--- src/hw/rtl/dnd_pkg.sv ---
// ----------------------------------------------------------------------------
// dnd_pkg
// types and constants shared by the dns name decompressor modules
// ----------------------------------------------------------------------------
package dnd_pkg;

    localparam int PACKET_BYTES_DEF = 512;
    localparam int NAME_MAX_DEF     = 255;

    localparam int NAME_LEN_W = 8;
    localparam int HOPS_W     = 6;
    localparam int CHUNK_W    = 64;

    localparam logic [HOPS_W-1:0] MAX_HOPS_RST = 6'd16;

    localparam logic [7:0] PTR_MARK = 8'd192;
    localparam logic [7:0] DOT_CHAR = 8'h2e;

    localparam logic OP_LOAD   = 1'b0;
    localparam logic OP_DECODE = 1'b1;

    localparam logic [1:0] ST_OK        = 2'd0;
    localparam logic [1:0] ST_HOPS      = 2'd1;
    localparam logic [1:0] ST_TOO_LONG  = 2'd2;
    localparam logic [1:0] ST_PAST_END  = 2'd3;

    typedef struct packed {
        logic       opcode;
        logic [8:0] address;
        logic [7:0] data_byte;
    } t_in_item;

    typedef struct packed {
        logic [CHUNK_W-1:0] name_chunk;
        logic [3:0]         chunk_length;
        logic               last_chunk;
        logic [9:0]         bytes_consumed;
        logic [1:0]         status;
    } t_out_item;

endpackage

--- src/hw/rtl/dnd_text_buf.sv ---
// ----------------------------------------------------------------------------
// dnd_text_buf
// dotted name text, 8-byte rows with a byte-lane write
// ----------------------------------------------------------------------------
module dnd_text_buf #(
    parameter int ROWS = 32,
    localparam int RW = $clog2(ROWS)
) (
    input  logic                         i_clk,
    input  logic                         i_we,
    input  logic [RW-1:0]                i_wrow,
    input  logic [2:0]                   i_wlane,
    input  logic [7:0]                   i_wbyte,
    input  logic [RW-1:0]                i_rrow,
    output logic [dnd_pkg::CHUNK_W-1:0]  o_rdata
);

    logic [dnd_pkg::CHUNK_W-1:0] r_mem [ROWS];
    logic [dnd_pkg::CHUNK_W-1:0] r_rdata;

    always_ff @(posedge i_clk) begin
        if (i_we) begin
            r_mem[i_wrow][i_wlane*8 +: 8] <= i_wbyte;
        end
        r_rdata <= r_mem[i_rrow];
    end

    assign o_rdata = r_rdata;

endmodule

--- config.mk ---
export PLATFORM = sky130hd
export DESIGN_NAME = dnd_text_buf
export DESIGN_NICKNAME = d
export VERILOG_FILES = /design/src/hw/rtl/dnd_pkg.sv /design/src/hw/rtl/dnd_text_buf.sv
export SDC_FILE = /design/constraint.sdc
export NUM_CORES = 2
export LEC_CHECK = 0
export BUFFER_PORTS_ARGS = -buffer_cell sky130_fd_sc_hd__buf_2
export CAP_MARGIN = 10
export CORE_MARGIN = 2
export CORE_UTILIZATION = 35
export DETAILED_ROUTE_END_ITERATION = 16
export PLACE_DENSITY_LB_ADDON = 0.25
export SLEW_MARGIN = 20
export SYNTH_ARGS = -nofsm -noshare
export SYNTH_HDL_FRONTEND = slang
export SYNTH_SLANG_ARGS = --single-unit
--- constraint.sdc ---
create_clock -name i_clk -period 7 [get_ports i_clk]
set_input_delay 1.4 -clock i_clk [delete_from_list [all_inputs] [get_ports i_clk]]
set_output_delay 1.4 -clock i_clk [all_outputs]
set_load 0.01 [all_outputs]
# After elaboration in Yosys (flattened, before gate mapping)
# Memory sizes are Yosys's and may differ from the RTL's. A register that Yosys moved wholly into a read port is not among the register bits.
# Index checks and enable logic that the tools add are counted.
# totals
mem_count	1
mem_bits_rw	2048
wordCells	6
input_bits	23
ff_bits	0
output_inout_bits	64
# memory_table
name	depth	width	read_ports	rd_ports_with_merged_regs	write_ports	line	text
r_mem	32	64	1	1	1	dnd_text_buf.sv:18	logic [dnd_pkg::CHUNK_W-1:0] r_mem [ROWS];
# op_classes
n_mux	2
shifts	2
n_addsub	1
# op_table
op	count
$mux W64	1
$shift A8 B34 Y64 const A	1
$shiftx A8 B34 Y64	1
$neg A6 Y34	1
$mux W1	1

# Depth between registers and ports, before layout
# depth
ltp_word	3
ltp_mapped	9

# Worst setup path after synthesis
# Ideal clock, no wire load.
# synth_timing
path_kind	input -> register
from	input i_wlane[0]
to	memory r_mem[0][29] in the netlist's numbering (data pin)
setup_slack_ps	2649
required_time_ps	6539
arrival_time_ps	3890
n_path_buf	2
stages	6
setup_time_ps	461
path_cell_list	buf_2 -> inv_1 -> ha_1 -> ha_1 -> clkbuf_1 -> nor3b_1
# synth_between
elab_chain_len	2
# synth_lines
element	line	text
from (decl)	dnd_text_buf.sv:12	input logic [2:0] i_wlane,
$neg A6 Y34	dnd_text_buf.sv:23	r_mem[i_wrow][i_wlane*8 +: 8] <= i_wbyte;
$shiftx A8 B34 Y64	dnd_text_buf.sv:23	
to (decl)	dnd_text_buf.sv:18	
# No other way between the ends.

# Final worst setup path
# layout_timing
from	input i_wlane[0]
to	memory r_mem[3][42] in the netlist's numbering (enable)
# layout_between
elab_chain_len	3
# layout_lines
element	line
$neg A6 Y34	dnd_text_buf.sv:23
$shift A8 B34 Y64	dnd_text_buf.sv:23
$mux W64 (implied by the code)	dnd_text_buf.sv:23
# No other way between the ends.

==> results summary <==
The tightest min-delay check is of the reg2reg type. The number of gates resized after CTS was 0. The total global routing track utilization is 0.1911.

The chip height came out at 480.7 um. The clock net sink count is 2112. The flow ran to the end, and the final reports show no timing, DRC or antenna violations.

The power density of the placed cells is 288.3 mW/mm2. Dividing the detail-routed wire length by the instance count gives 31.82 um. The root buffer cell chosen for the clock tree is clkbuf_16. The setup TNS is 0 ns. The number of hold-repair buffers added at the cts stage came out at 0. The fraction of the yosys area taken by sequential cells came out at 0.7895. The max-capacitance violation count is 0.

Yosys printed 0 warnings. The placeable core region came out at 0.2253 mm2. The flop and latch count out of synthesis came out at 2112. The clock reaches the later pin of the worst-skew pair after 0.85 ns. After the flow finishes, the layout carries non-filler instances totaling 6964. The count of flip-flops with a built-in enable after synthesis came out at 2048.

The slowest stage of the critical path belongs to the cell nor2_1. The number of antenna violations at the first check in global routing came to 30. The number of max-slew violations in the final report came out at 0. The maximum clock skew at final layout came out at 0.03783 ns. Traced cell by cell, the critical path runs through buf_2, inv_1, ha_1, ha_1, nor2b_1, nor2b_1, nand3_2, nor2_1. The time the final worst path needs with I/O delays and setup is 4.398 ns. The count of unresolved DRC violations after routing came out at 0.

In this run the worst setup path terminates at r_mem[3][42]$_DFFE_PP_. The xor-xnor portion of the synthesized cell area is 0. The area enclosed by the die boundary came out at 0.2310 mm2. The number of core rows is 174.

Synthesis produced a netlist with a net count of 3614. The routed design has 221.6 mm of wire. For the worst setup path, the data required time is 7.45 ns.

The path depth of the worst reg2reg path is 3. The hold violation total from the final report came to 0. The maximum number of pins on one net before global-route repair came out at 136. The adder-cell share of the synthesized area came out at 0.0003147. The number of fillers in the final layout came out at 19678.

Across the VDD grid, the largest voltage drop is 0.2674 mV. After synthesis, the largest family of logic cells by area is multiplexers. Along the worst path, the maximum fanout reaches 32. The worst register-to-register path begins at r_mem[13][51]$_DFFE_PP_. The congestion estimate from routability-driven global placement came to 0.8068. The count of nets after finishing came out at 3800.

In the finished design, the share of the clock period the worst path needs comes to 0.6282. Leaving out fill and tap cells, the most frequent cells in the layout are edfxtp_1, mux4_2, nor2_1, o22ai_1, clkbuf_16. The synthesized-area fraction occupied by ao, oa, aoi and oai cells is 0.02050. The static leakage power is 0.02248 uW.

The startpoint of the worst setup timing path is i_wlane[0]. From synthesis to final layout, the design area changed by 13.94%. The count of different cell masters after synthesis came out at 42. After the first detailed-routing iteration, the DRC count stood at 4773. Among all flip-flop cells after synthesis, the most frequent one is edfxtp_1. The boundary pin count came out at 87. The transition time of the tightest slew-check pin is 1.093 ns. STA classifies the critical path endpoint as a flop. The final number of setup-violating endpoints came out at 0. Power comes to 26120 uW.

Of the post-synthesis cell area, the part taken by muxes is 0.1450. Averaged over all synthesized cells, the footprint is 22.16 um2. The achievable clock frequency is 227.4 MHz. In the synthesized netlist the async set-or-reset flop fraction comes to 0. The register-to-register setup slack is 5.19 ns.

Setup repair after global routing left no endpoint under its margin. The HPWL after detailed placement came out at 134.3 mm. The residual overflow from global routing is 0. The via density per instance is 5.545. The fraction of final layout cells sized beyond drive strength 1 is 0.2777. The clock input transition at the sequential cells of the worst setup and hold paths came out at 0.06 ns. Leaving out fill and tap cells, the most frequent cell in the layout is edfxtp_1.

The post-synthesis instance total came out at 3589. The buffers inserted during post-CTS setup optimization is 0. The worst register-to-register path ends at o_rdata[51]$_DFF_P_. The effective utilization at floorplan is 0.3529. The cell area that synthesis handed to floorplanning was 0.07952 mm2. The simple-gate portion of the synthesized area came out at 0.03021. Counting instances, the worst hold path has a depth of 4. The level count of the clock H-tree came out at 4. STA classifies the critical path startpoint as a primary input. The critical path start-end classification is in2reg. The final design utilization is 0.4021. The number of detailed-route iterations in the first pass came out at 5.

TritonCTS built the clock tree. The total vias in the final route is 38614. The number of global-route vias before repair came out at 38554. Summing all flip-flop and latch instances after layout gives 0.06278 mm2. The worst pin sits at a relative slew slack of 0.2707. The wire length of the first global-routing pass came out at 309.6 mm. The total area of multi-input combinational cells came out at 0.01579 mm2. For this run, the slowest stage of the critical path takes 0.94 ns. The quantity of I/O buffers inserted on ports came out at 86. The antenna violation net count after detailed routing came out at 0. The total CTS buffers came out at 217. The width of the chip is 480.7 um. The largest buffer count on any clock path came out at 3.

Data on the critical path arrives at its endpoint at 4.84 ns. In this run, placement finished with an instance count of 6548.
-- sequential cells by signal, summed over array words and instances (netlist names) --
signal and flops:
r_mem 2048, o_rdata 64
-- through the flow --
step / area (um2) / setup slack, ns / hold slack (ns)
floorplan: 79520 / 2.649 / 0.5622
global placement: 83440 / 1.826 / 0.7629
detailed placement: 83460 / 1.790 / 0.7653
CTS: 90560 / 2.707 / 0.7828
global route: 90580 / 2.426 / 0.8429
finish: 90600 / 2.602 / 0.7847
-- synthesized netlist by cell type, types with 5 or more instances --
cell / number / area [um2]
buf_8: 9 / 135.1
buf_6: 15 / 168.9
clkbuf_1: 81 / 304.0
dfxtp_1: 64 / 1281
nor2_1: 267 / 1002
buf_4: 30 / 225.2
buf_2: 49 / 245.2
and2_1: 59 / 369.1
nand3_1: 10 / 50.05
nand2_1: 54 / 202.7
nor3_1: 5 / 25.02
edfxtp_1: 2048 / 61500
mux4_2: 504 / 11350
mux2i_1: 16 / 160.2
nand2b_1: 8 / 50.05
buf_1: 9 / 33.78
nor4_1: 47 / 294.0
nor3b_1: 5 / 37.54
nor2b_1: 7 / 43.79
o22ai_1: 248 / 1551
nor4_2: 15 / 187.7
-- worst max-delay path, delay by kind of cell --
kind                     cells  cell delay (ns)
adder cells (fa/ha/maj)      2             0.45
buffers and inverters        2             0.29
AND/OR/NAND/NOR              4             2.67
-- layout make-up --
class,instances,share of cell area
diodes,11,0.0003038
clock buffers,272,0.06394
clock inverters,133,0.01442
inverters,4,0.0001657
multi-input cells,1277,0.1743
flip-flops and latches,2112,0.6929
well taps,2992,0.04132
repair buffers,163,0.01264
-- cell families after synthesis --
| kind of cell | Yosys count |
|---|---|
| and+or+nand+nor | 494 |
| muxes | 522 |
| DFF | 2112 |
| adders and majority gates | 2 |
| buffers and inverters | 200 |
| AOI/OAI and AO/OA | 259 |
-- how the worst min path moves through the flow --
stage,start,to,slack [ns]
final,r_mem[31][62]$_DFFE_PP_,o_rdata[62]$_DFF_P_,0.78
after CTS,r_mem[31][62]$_DFFE_PP_,o_rdata[62]$_DFF_P_,0.78
after detailed placement,r_mem[31][62]$_DFFE_PP_,o_rdata[62]$_DFF_P_,0.77
after global routing,r_mem[31][62]$_DFFE_PP_,o_rdata[62]$_DFF_P_,0.84
after global placement,r_mem[27][62]$_DFFE_PP_,o_rdata[62]$_DFF_P_,0.76
after floorplan,r_mem[11][57]$_DFFE_PP_,o_rdata[57]$_DFF_P_,0.56
-- power by group --
part | internal (uW) | switching (uW) | total [uW]
Sequential | 13800 | 10.6 | 13800
Clock | 6670 | 4880 | 11600
Combinational | 215 | 538 | 754
Total | 20700 | 5430 | 26100
-- routing by layer --
| layer | vias to the layer above | share of wire | GRT usage |
|---|---|---|---|
| met5 | - | 0.00011 | 0 |
| met4 | 4 | 0.027 | 0.05600 |
| met3 | 322 | 0.074 | 0.03535 |
| met2 | 1728 | 0.47 | 0.2945 |
| met1 | 20993 | 0.43 | 0.2769 |
| li1 | 15567 | - | - |
(Power assumes the default switching activity.)
