`config.mk`:
```
export PLATFORM = sky130hd
export DESIGN_NAME = dnd_walker
export DESIGN_NICKNAME = d
export VERILOG_FILES = /design/src/hw/rtl/dnd_pkg.sv /design/src/hw/rtl/dnd_walker.sv
export SDC_FILE = /design/constraint.sdc
export NUM_CORES = 1
export LEC_CHECK = 0
export BUFFER_PORTS_ARGS = -buffer_cell sky130_fd_sc_hd__clkbuf_2
export CAP_MARGIN = 20
export CORE_ASPECT_RATIO = 1.2
export CORE_MARGIN = 2
export CORE_UTILIZATION = 30
export CTS_BUF_LIST = sky130_fd_sc_hd__clkbuf_4 sky130_fd_sc_hd__clkbuf_8 sky130_fd_sc_hd__clkbuf_16
export DETAILED_ROUTE_END_ITERATION = 10
export GPL_ROUTABILITY_DRIVEN = 0
export REMOVE_ABC_BUFFERS = 1
export SYNTH_ARGS = -nofsm -noshare
export SYNTH_HDL_FRONTEND = slang
export SYNTH_SLANG_ARGS = --single-unit
```
`constraint.sdc`:
```
create_clock -name i_clk -period 9.5 [get_ports i_clk]
set_clock_uncertainty 0.2 [all_clocks]
set_input_delay 1.9 -clock i_clk [delete_from_list [all_inputs] [get_ports i_clk]]
set_output_delay 1.9 -clock i_clk [all_outputs]
set_load 0.05 [all_outputs]
```
`src/hw/rtl/dnd_pkg.sv`:
```
// ----------------------------------------------------------------------------
// dnd_pkg
// types and constants shared by the dns name decompressor modules
// ----------------------------------------------------------------------------
package dnd_pkg;

    localparam int PACKET_BYTES_DEF = 512;
    localparam int NAME_MAX_DEF     = 255;

    localparam int NAME_LEN_W = 8;
    localparam int HOPS_W     = 6;
    localparam int CHUNK_W    = 64;

    localparam logic [HOPS_W-1:0] MAX_HOPS_RST = 6'd16;

    localparam logic [7:0] PTR_MARK = 8'd192;
    localparam logic [7:0] DOT_CHAR = 8'h2e;

    localparam logic OP_LOAD   = 1'b0;
    localparam logic OP_DECODE = 1'b1;

    localparam logic [1:0] ST_OK        = 2'd0;
    localparam logic [1:0] ST_HOPS      = 2'd1;
    localparam logic [1:0] ST_TOO_LONG  = 2'd2;
    localparam logic [1:0] ST_PAST_END  = 2'd3;

    typedef struct packed {
        logic       opcode;
        logic [8:0] address;
        logic [7:0] data_byte;
    } t_in_item;

    typedef struct packed {
        logic [CHUNK_W-1:0] name_chunk;
        logic [3:0]         chunk_length;
        logic               last_chunk;
        logic [9:0]         bytes_consumed;
        logic [1:0]         status;
    } t_out_item;

endpackage

```
`src/hw/rtl/dnd_walker.sv`:
```
// ----------------------------------------------------------------------------
// dnd_walker
// load and decode sequencer: walks labels and pointers, then emits chunks
// ----------------------------------------------------------------------------
module dnd_walker #(
    parameter int PACKET_BYTES   = dnd_pkg::PACKET_BYTES_DEF,
    parameter int NAME_MAX_BYTES = dnd_pkg::NAME_MAX_DEF,
    localparam int AW        = $clog2(PACKET_BYTES),
    localparam int TEXT_ROWS = (NAME_MAX_BYTES + 7) / 8,
    localparam int RW        = $clog2(TEXT_ROWS)
) (
    input  logic                         i_clk,
    input  logic                         i_rst_n,
    input  logic                         i_in_valid,
    output logic                         o_in_ready,
    input  dnd_pkg::t_in_item            i_in_item,
    output logic                         o_out_valid,
    input  logic                         i_out_ready,
    output dnd_pkg::t_out_item           o_out_item,
    input  logic [dnd_pkg::HOPS_W-1:0]   i_max_hops,
    output logic                         o_pkt_we,
    output logic [AW-1:0]                o_pkt_waddr,
    output logic [7:0]                   o_pkt_wdata,
    output logic [AW-1:0]                o_pkt_raddr,
    input  logic [7:0]                   i_pkt_rdata,
    output logic                         o_txt_we,
    output logic [RW-1:0]                o_txt_wrow,
    output logic [2:0]                   o_txt_wlane,
    output logic [7:0]                   o_txt_wbyte,
    output logic [RW-1:0]                o_txt_rrow,
    input  logic [dnd_pkg::CHUNK_W-1:0]  i_txt_rdata
);

    localparam int POS_W = ((AW > 14) ? AW : 14) + 1;
    localparam logic [POS_W-1:0] PB_POS   = POS_W'(PACKET_BYTES);
    localparam logic [9:0]       NAME_MAX = 10'(NAME_MAX_BYTES);

    typedef enum logic [7:0] {
        S_IDLE      = 8'b0000_0001,
        S_LEN_ISSUE = 8'b0000_0010,
        S_LEN_WAIT  = 8'b0000_0100,
        S_LABEL     = 8'b0000_1000,
        S_PTR       = 8'b0001_0000,
        S_EMIT_RD   = 8'b0010_0000,
        S_EMIT_LD   = 8'b0100_0000,
        S_EMIT_WAIT = 8'b1000_0000
    } t_state;

    t_state                           r_state, n_state;
    logic                             r_out_valid, n_out_valid;
    dnd_pkg::t_out_item               r_out, n_out;
    logic [POS_W-1:0]                 r_pos, n_pos;
    logic [8:0]                       r_start, n_start;
    logic [dnd_pkg::NAME_LEN_W-1:0]   r_len, n_len;
    logic [dnd_pkg::HOPS_W-1:0]       r_hops, n_hops;
    logic                             r_jumped, n_jumped;
    logic [9:0]                       r_consumed, n_consumed;
    logic [7:0]                       r_rem, n_rem;
    logic [5:0]                       r_ptr_hi, n_ptr_hi;
    logic [RW-1:0]                    r_row, n_row;

    logic                             w_err;
    logic [1:0]                       w_err_code;
    logic [9:0]                       w_need;
    logic [POS_W-1:0]                 w_pos_p1;
    logic [POS_W-1:0]                 w_pos_pb;
    logic [POS_W-1:0]                 w_rel;
    logic [8:0]                       w_base;
    logic [8:0]                       w_left;
    logic [3:0]                       w_cnt;
    logic [dnd_pkg::CHUNK_W-1:0]      w_word;

    assign w_pos_p1 = r_pos + POS_W'(1);
    assign w_pos_pb = r_pos + POS_W'(i_pkt_rdata);
    assign w_rel    = r_pos - POS_W'(r_start);
    assign w_need   = {2'b00, r_len} + {9'd0, (r_len != '0)} + {2'b00, i_pkt_rdata};

    // chunk length and masking for the row being emitted
    assign w_base = 9'({r_row, 3'b000});
    assign w_left = (r_len > w_base[7:0] && w_base[8] == 1'b0) ?
                    ({1'b0, r_len} - w_base) : 9'd0;
    assign w_cnt  = (w_left > 9'd8) ? 4'd8 : w_left[3:0];

    always_comb begin
        for (int i = 0; i < 8; i++) begin
            w_word[i*8 +: 8] = (4'(i) < w_cnt) ? i_txt_rdata[i*8 +: 8] : 8'h00;
        end
    end

    assign o_in_ready  = (r_state == S_IDLE);
    assign o_out_valid = r_out_valid;
    assign o_out_item  = r_out;
    assign o_txt_rrow  = r_row;
    assign o_txt_wrow  = r_len[RW+2:3];
    assign o_txt_wlane = r_len[2:0];

    always_comb begin
        n_state     = r_state;
        n_out_valid = r_out_valid;
        n_out       = r_out;
        n_pos       = r_pos;
        n_start     = r_start;
        n_len       = r_len;
        n_hops      = r_hops;
        n_jumped    = r_jumped;
        n_consumed  = r_consumed;
        n_rem       = r_rem;
        n_ptr_hi    = r_ptr_hi;
        n_row       = r_row;
        w_err       = 1'b0;
        w_err_code  = dnd_pkg::ST_OK;
        o_pkt_we    = 1'b0;
        o_pkt_waddr = AW'(i_in_item.address);
        o_pkt_wdata = i_in_item.data_byte;
        o_pkt_raddr = r_pos[AW-1:0];
        o_txt_we    = 1'b0;
        o_txt_wbyte = i_pkt_rdata;

        case (r_state)
            S_IDLE: begin
                if (i_in_valid) begin
                    if (i_in_item.opcode == dnd_pkg::OP_LOAD) begin
                        o_pkt_we = (POS_W'(i_in_item.address) < PB_POS);
                    end else begin
                        n_pos      = POS_W'(i_in_item.address);
                        n_start    = i_in_item.address;
                        n_len      = '0;
                        n_hops     = '0;
                        n_jumped   = 1'b0;
                        n_consumed = '0;
                        n_state    = S_LEN_ISSUE;
                    end
                end
            end
            S_LEN_ISSUE: begin
                if (r_pos >= PB_POS) begin
                    w_err      = 1'b1;
                    w_err_code = dnd_pkg::ST_PAST_END;
                end else begin
                    n_state = S_LEN_WAIT;
                end
            end
            S_LEN_WAIT: begin
                if (i_pkt_rdata == 8'd0) begin
                    if (!r_jumped) begin
                        n_consumed = 10'(w_rel + POS_W'(1));
                    end
                    n_row   = '0;
                    n_state = S_EMIT_RD;
                end else if (i_pkt_rdata >= dnd_pkg::PTR_MARK) begin
                    if (w_pos_p1 >= PB_POS) begin
                        w_err      = 1'b1;
                        w_err_code = dnd_pkg::ST_PAST_END;
                    end else begin
                        o_pkt_raddr = w_pos_p1[AW-1:0];
                        n_ptr_hi    = i_pkt_rdata[5:0];
                        n_state     = S_PTR;
                    end
                end else if (w_need > NAME_MAX) begin
                    w_err      = 1'b1;
                    w_err_code = dnd_pkg::ST_TOO_LONG;
                end else if (w_pos_pb >= PB_POS) begin
                    w_err      = 1'b1;
                    w_err_code = dnd_pkg::ST_PAST_END;
                end else begin
                    // separator before every label but the first
                    if (r_len != '0) begin
                        o_txt_we    = 1'b1;
                        o_txt_wbyte = dnd_pkg::DOT_CHAR;
                        n_len       = r_len + 1'b1;
                    end
                    o_pkt_raddr = w_pos_p1[AW-1:0];
                    n_pos       = r_pos + POS_W'(2);
                    n_rem       = i_pkt_rdata - 8'd1;
                    n_state     = S_LABEL;
                end
            end
            S_LABEL: begin
                // byte read last cycle lands in the text buffer
                o_txt_we = 1'b1;
                n_len    = r_len + 1'b1;
                if (r_rem != '0) begin
                    n_pos = w_pos_p1;
                    n_rem = r_rem - 8'd1;
                end else if (r_pos >= PB_POS) begin
                    w_err      = 1'b1;
                    w_err_code = dnd_pkg::ST_PAST_END;
                end else begin
                    n_state = S_LEN_WAIT;
                end
            end
            S_PTR: begin
                if (!r_jumped) begin
                    n_consumed = 10'(w_rel + POS_W'(2));
                    n_jumped   = 1'b1;
                end
                if (r_hops >= i_max_hops) begin
                    w_err      = 1'b1;
                    w_err_code = dnd_pkg::ST_HOPS;
                end else begin
                    n_hops  = r_hops + 1'b1;
                    n_pos   = POS_W'({r_ptr_hi, i_pkt_rdata});
                    n_state = S_LEN_ISSUE;
                end
            end
            S_EMIT_RD: begin
                n_state = S_EMIT_LD;
            end
            S_EMIT_LD: begin
                n_out.name_chunk     = w_word;
                n_out.chunk_length   = w_cnt;
                n_out.last_chunk     = (w_left <= 9'd8);
                n_out.bytes_consumed = r_consumed;
                n_out.status         = dnd_pkg::ST_OK;
                n_out_valid          = 1'b1;
                n_state              = S_EMIT_WAIT;
            end
            S_EMIT_WAIT: begin
                if (i_out_ready) begin
                    n_out_valid = 1'b0;
                    if (r_out.last_chunk) begin
                        n_state = S_IDLE;
                    end else begin
                        n_row   = r_row + 1'b1;
                        n_state = S_EMIT_RD;
                    end
                end
            end
            default: begin
                n_state = S_IDLE;
            end
        endcase

        // any error drops the partial name and sends one status item
        if (w_err) begin
            n_out.name_chunk     = '0;
            n_out.chunk_length   = '0;
            n_out.last_chunk     = 1'b1;
            n_out.bytes_consumed = '0;
            n_out.status         = w_err_code;
            n_out_valid          = 1'b1;
            n_state              = S_EMIT_WAIT;
        end
    end

    always_ff @(posedge i_clk) begin
        if (!i_rst_n) begin
            r_state     <= S_IDLE;
            r_out_valid <= 1'b0;
        end else begin
            r_state     <= n_state;
            r_out_valid <= n_out_valid;
        end
    end

    always_ff @(posedge i_clk) begin
        r_out      <= n_out;
        r_pos      <= n_pos;
        r_start    <= n_start;
        r_len      <= n_len;
        r_hops     <= n_hops;
        r_jumped   <= n_jumped;
        r_consumed <= n_consumed;
        r_rem      <= n_rem;
        r_ptr_hi   <= n_ptr_hi;
        r_row      <= n_row;
    end

endmodule

```
* Word level (Yosys, flattened, before mapping) *
Cells that the tools add are included.

cells by class
  add/subtract/negate cells = 14
  $lt $le $gt $ge = 17
  eq/ne operators = 34
  mux-type cells = 108
  bitwise gates (word level) = 3
  reduce and logical (&&, ||, !) cells = 24

operator list
  kind                                                                          count
  8-bit two-way mux                                                             38
  15-bit two-way mux                                                            8
  8-bit case mux with 8 select lines                                            1
  9-bit two-way mux                                                             7
  15-bit case mux with 4 select lines                                           1
  10-bit two-way mux                                                            5
  15-bit by 10-bit >= comparator with 1-bit output (second input constant)      3
  10-bit case mux with 3 select lines                                           1
  2-bit != test (second input constant)                                         14
  6-bit two-way mux                                                             4
  8-bit case mux with 3 select lines                                            1
  8-bit AND reduction                                                           3
  1-bit two-way mux                                                             21
  2-bit two-way mux                                                             9
  3-bit by 4-bit less-than comparator with 1-bit output (first input constant)  4
  8-bit case mux with 2 select lines                                            1
  8-bit nonzero test                                                            2
  8-bit by 1-bit subtractor with 8-bit output (second input constant)           2
  15-bit by 1-bit adder with 15-bit output (second input constant)              1
  15-bit by 2-bit adder with 15-bit output (second input constant)              1
  15-bit by 8-bit adder with 15-bit output                                      1
  5-bit two-way mux                                                             3
  5-bit != test (second input constant)                                         3
  4-bit != test (second input constant)                                         3
  46 further kinds                                                              63

word-level totals
  bits in registers = 158
  input bits = 100
  output and inout port bits = 132
  word-level logic and storage cells = 217

* Longest topological paths before layout *
  word-level depth = 10
  gate-level depth with buffers = 17
  mapped depth without buffers = 16

* Worst setup path after synthesis *
OpenSTA, ideal clock, no wires.

  path type = input -> output
  from = in i_pkt_rdata[0]
  to = out o_txt_we
  arrival = 4.913 ns
  data required time = 7.400 ns
  path slack = 2.487 ns
  stages = 12
  buffers on the path = 0
  cell sequence = inv_1 > fa_1 > inv_1 > fa_1 > a211oi_1 > nor2_1 > nor3_1 > o21bai_1 > a221oi_1 > and2_1 > nand2_1 > o21ai_0

on the way
  longest elaborated chain between the ends = 7
  elaborated cells on any way between the ends = 11
  those cells by class = 2 x add/sub; 3 x order compare; 5 x mux; 1 x reduce/logical

RTL lines
  what                                              line               RTL
  start: declaration                                dnd_walker.sv:25   input logic [7:0] i_pkt_rdata,
  15-bit by 8-bit adder with 15-bit output          dnd_walker.sv:74   assign w_pos_pb = r_pos + POS_W'(i_pkt_rdata);
  15-bit by 10-bit >= comparator with 1-bit output  dnd_walker.sv:162  end else if (w_pos_pb >= PB_POS) begin
  1-bit two-way mux                                 dnd_walker.sv:162
  1-bit two-way mux                                 dnd_walker.sv:159  end else if (w_need > NAME_MAX) begin
  1-bit two-way mux                                 dnd_walker.sv:150  end else if (i_pkt_rdata >= dnd_pkg::PTR_MARK) begin
  1-bit two-way mux (*)                             dnd_walker.sv:144  if (i_pkt_rdata == 8'd0) begin
  1-bit case mux with 2 select lines (*)            dnd_walker.sv:119  case (r_state)
  end: declaration                                  dnd_walker.sv:26   output logic o_txt_we,

Mark *: on every way between the ends. The rest lies on a longest branch, timed or not.

* Worst setup path in the final report *
  from = in i_pkt_rdata[0]
  to = out o_pkt_raddr[6]

on the way
  longest elaborated chain between the ends = 7
  elaborated cells on any way between the ends = 11
  those cells by class = 2 x add/sub; 3 x order compare; 5 x mux; 1 x reduce/logical

RTL lines
  what                                              line               RTL
  15-bit by 8-bit adder with 15-bit output          dnd_walker.sv:74
  15-bit by 10-bit >= comparator with 1-bit output  dnd_walker.sv:162
  9-bit two-way mux                                 dnd_walker.sv:162
  9-bit two-way mux                                 dnd_walker.sv:159
  9-bit two-way mux                                 dnd_walker.sv:150
  9-bit two-way mux (*)                             dnd_walker.sv:144
  9-bit two-way mux (*)                             dnd_walker.sv:119
  end: declaration                                  dnd_walker.sv:24   output logic [AW-1:0] o_pkt_raddr,

Marked as above.

==> metrics <==
# setup viols final 0; Cells after DPL about 1400; placed cell area around 0.010 mm²; area of the core between 0.02 and 0.03 mm²; Residual DRC 0; setup TNS 0 ps; Crit Path Class in2out; Vias about 7400; EDFF count, synth 70; DR iter-0 viols roughly 560; hold_buf cts 0; fin area 0.01066 mm²; I/O Buffers 215; period utilization roughly 74%; crit path from i_pkt_rdata[0]; fillcell total between 2000 and 3000; die area between 0.03 and 0.04 mm²; slowest stage delay, CP 560 ps; cell area power density about 260 mW/mm²; first-pass GRT wire length between 30000 and 40000 µm; Antenna Cells 0; Slew HR approximately 35%; hold depth 1; Peak supply drop roughly 0.096 mV; Leak roughly 4.5 nW; status finished, final reports clean; unrepaired setup endpoints after global routing false; crit path max-delay cell type a221oi_1; Synthesis Warnings 0; antenna violation net count after detailed routing 0; DIE WIDTH between 150 and 200 µm; num rows 68; R2R setup slack 3910 ps; area of the multi-input gates roughly 0.0044 mm²; FF+latch count, synth 158; CP cell instances clkbuf_2 -> inv_1 -> fa_1 -> inv_1 -> fa_1 -> a211oi_1 -> nor2_1 -> nor3_1 -> o21bai_1 -> a221oi_1 -> a21oi_4 -> nor4_1 -> xor2_1 -> clkbuf_2; critical-path maximum fanout 12; Die Y-Extent about 190 µm; Syn Inst Count 860; Finished Layout Cells roughly 1400; Fmax ~140 MHz; hold endpoint o_out_item[16]; Detailed Place HPWL between 15000 and 20000 µm; worst skew pair latency between 400 and 500 ps; worst r2r path cells 17; CP Launch Type input pin; HP Start o_out_item[16]; drt wl/cell approximately 18 µm; ys flop type dfxtp_1; Final Hold Fails 0; Mapped Area 0.008743 mm²; Vias/cell roughly 5.2; layout cells sized above 1 between 20% and 30%; Seq/Total Area, Yosys ~44%; Max Cap Violations 0; Total Routed Length between 20000 and 30000 µm; Total GRT Usage ~16%; initial antenna violation count 0; boundary pin count 232; commonest non-fill, non-tap cell in the layout clkbuf_2; Max Slew Vio Count 0; storage element area between 0.003 and 0.004 mm²; Post-CTS Setup Inserts 0; largest net degree at the start of global routing 56; Starting Density a little under a third; CTS Sinks around 160; total CTS buffers 17; FFs w/ async S/R, synth 0%; Top delay family on crit path compound AO/OA/AOI/OAI gates; vias in the first global route about 7100; clk root buf clkbuf_16; CTS tree yes; Slew @ Worst Pin slightly below 1000 ps; Hold WC Path Type reg2reg; Avg Inst Size Synth about 10 µm²; H-tree depth 4; gr ovfl total 0; Req. time, crit path between 7000 and 8000 ps; most frequent cells in the layout clkbuf_2, dfxtp_1, a22o_1, edfxtp_1, nor2_1; CTS max path bufs 2; first-pass iteration count of the detailed router 5; Worst-path clk slew roughly 70 ps; worst path arrival time roughly 4900 ps; reg2reg start r_len[0]; area delta synth->final 21.89%; RR Endpoint o_out_item[12]; Yosys cell types between 80 and 90; clock period minus worst slack ~7000 ps; post-CTS resize count 0; Nets 1195; worst path bufs/invs 4; Worst setup EP type output port
[kinds of logic after synthesis]
kind of cell,Yosys count,synth area share [%]
adder cells (fa/ha/maj),49,7.441
flip-flops,158,44.19
XOR/XNOR,44,4.408
buffers and inverters,98,5.452
AO/OA/AOI/OAI,245,21.69
multiplexers,14,1.646
AND/OR/NAND/NOR,252,15.17
[synthesized netlist by cell type, drive strengths merged, types with 5 or more instances]
cell type	instances	area share, %
o21a	13	1.1
edfxtp	70	24
o31ai	7	0.60
o211ai	5	0.54
nor3	25	1.4
nor2b	13	0.93
o22ai	6	0.43
ha	44	6.3
buf	39	2.9
xor2	20	2.0
nand3	32	1.8
mux2i	11	1.3
and3	7	0.50
a21oi	33	2.2
nand4b	5	0.50
a211oi	8	0.83
nand4	6	0.50
nor3b	5	0.43
fa	5	1.1
or2	6	0.43
a21o	10	1.0
and2	5	0.36
a31oi	5	0.36
nor4	9	0.96
nand2	52	2.2
a211o	5	0.50
o221ai	5	0.50
o21ai	33	1.9
nor2	65	2.8
inv	41	1.8
a22o	78	7.8
clkbuf	18	0.77
nand2b	5	0.36
xnor2	24	2.4
dfxtp	88	20
[flip-flops by register name, summed over array words and instances, names as in the netlist]
name         count
o_txt_rrow       5
o_out_item      81
r_rem            8
r_hops           6
r_start          9
r_state          8
o_out_valid      1
r_ptr_hi         6
r_jumped         1
r_consumed      10
r_pos           15
r_len            8
[power by group]
part	switching [W]	internal (W)	total [W]
combinational	0.000719	0.000362	0.00108
clock	0.000320	0.000391	0.000711
sequential	0.000184	0.000833	0.00102
total	0.00122	0.00159	0.00281
[layer usage]
metal  track usage [%]  wire length, µm  up-vias  share of wire, %
met4             7.658              785        0               3.1
met5                 0                0        -                 0
li1                  -                -     3588                 -
met3             3.667             1584       43               6.2
met2             26.89            12190      295                48
met1             20.85            10910     3512                43
[final cells by class]
| type | count | share of cell area, % |
|---|---|---|
| clock buffers | 18 | 4.226 |
| clock inverters | 14 | 1.514 |
| inverters | 41 | 1.444 |
| multi-input cells | 604 | 41.31 |
| flip-flops and latches | 158 | 36.25 |
| well taps | 385 | 4.520 |
| repair buffers | 224 | 10.73 |
[worst max-delay path by stage]
stage,end,slack (ps),cells past startpoint
global route,o_pkt_raddr[6],2190,16
global placement,o_pkt_raddr[6],2570,14
floorplan,o_txt_we,2490,12
detailed placement,o_pkt_raddr[6],2500,14
finish,o_pkt_raddr[6],2480,14
CTS,o_pkt_raddr[6],2480,14
[through the flow]
step	power (W)	worst slack [ps]	util [%]	hold slack (ps)
global route	0.002987	2190	37.06	285.2
finish	0.002809	2476	37.06	254.1
detailed placement	0.002100	2496	34.93	238.6
floorplan	0.001768	2486	-	242.3
CTS	0.002817	2480	37.06	255.6
global placement	0.002083	2570	34.93	232.0
Power figures use the tool's default switching activity.
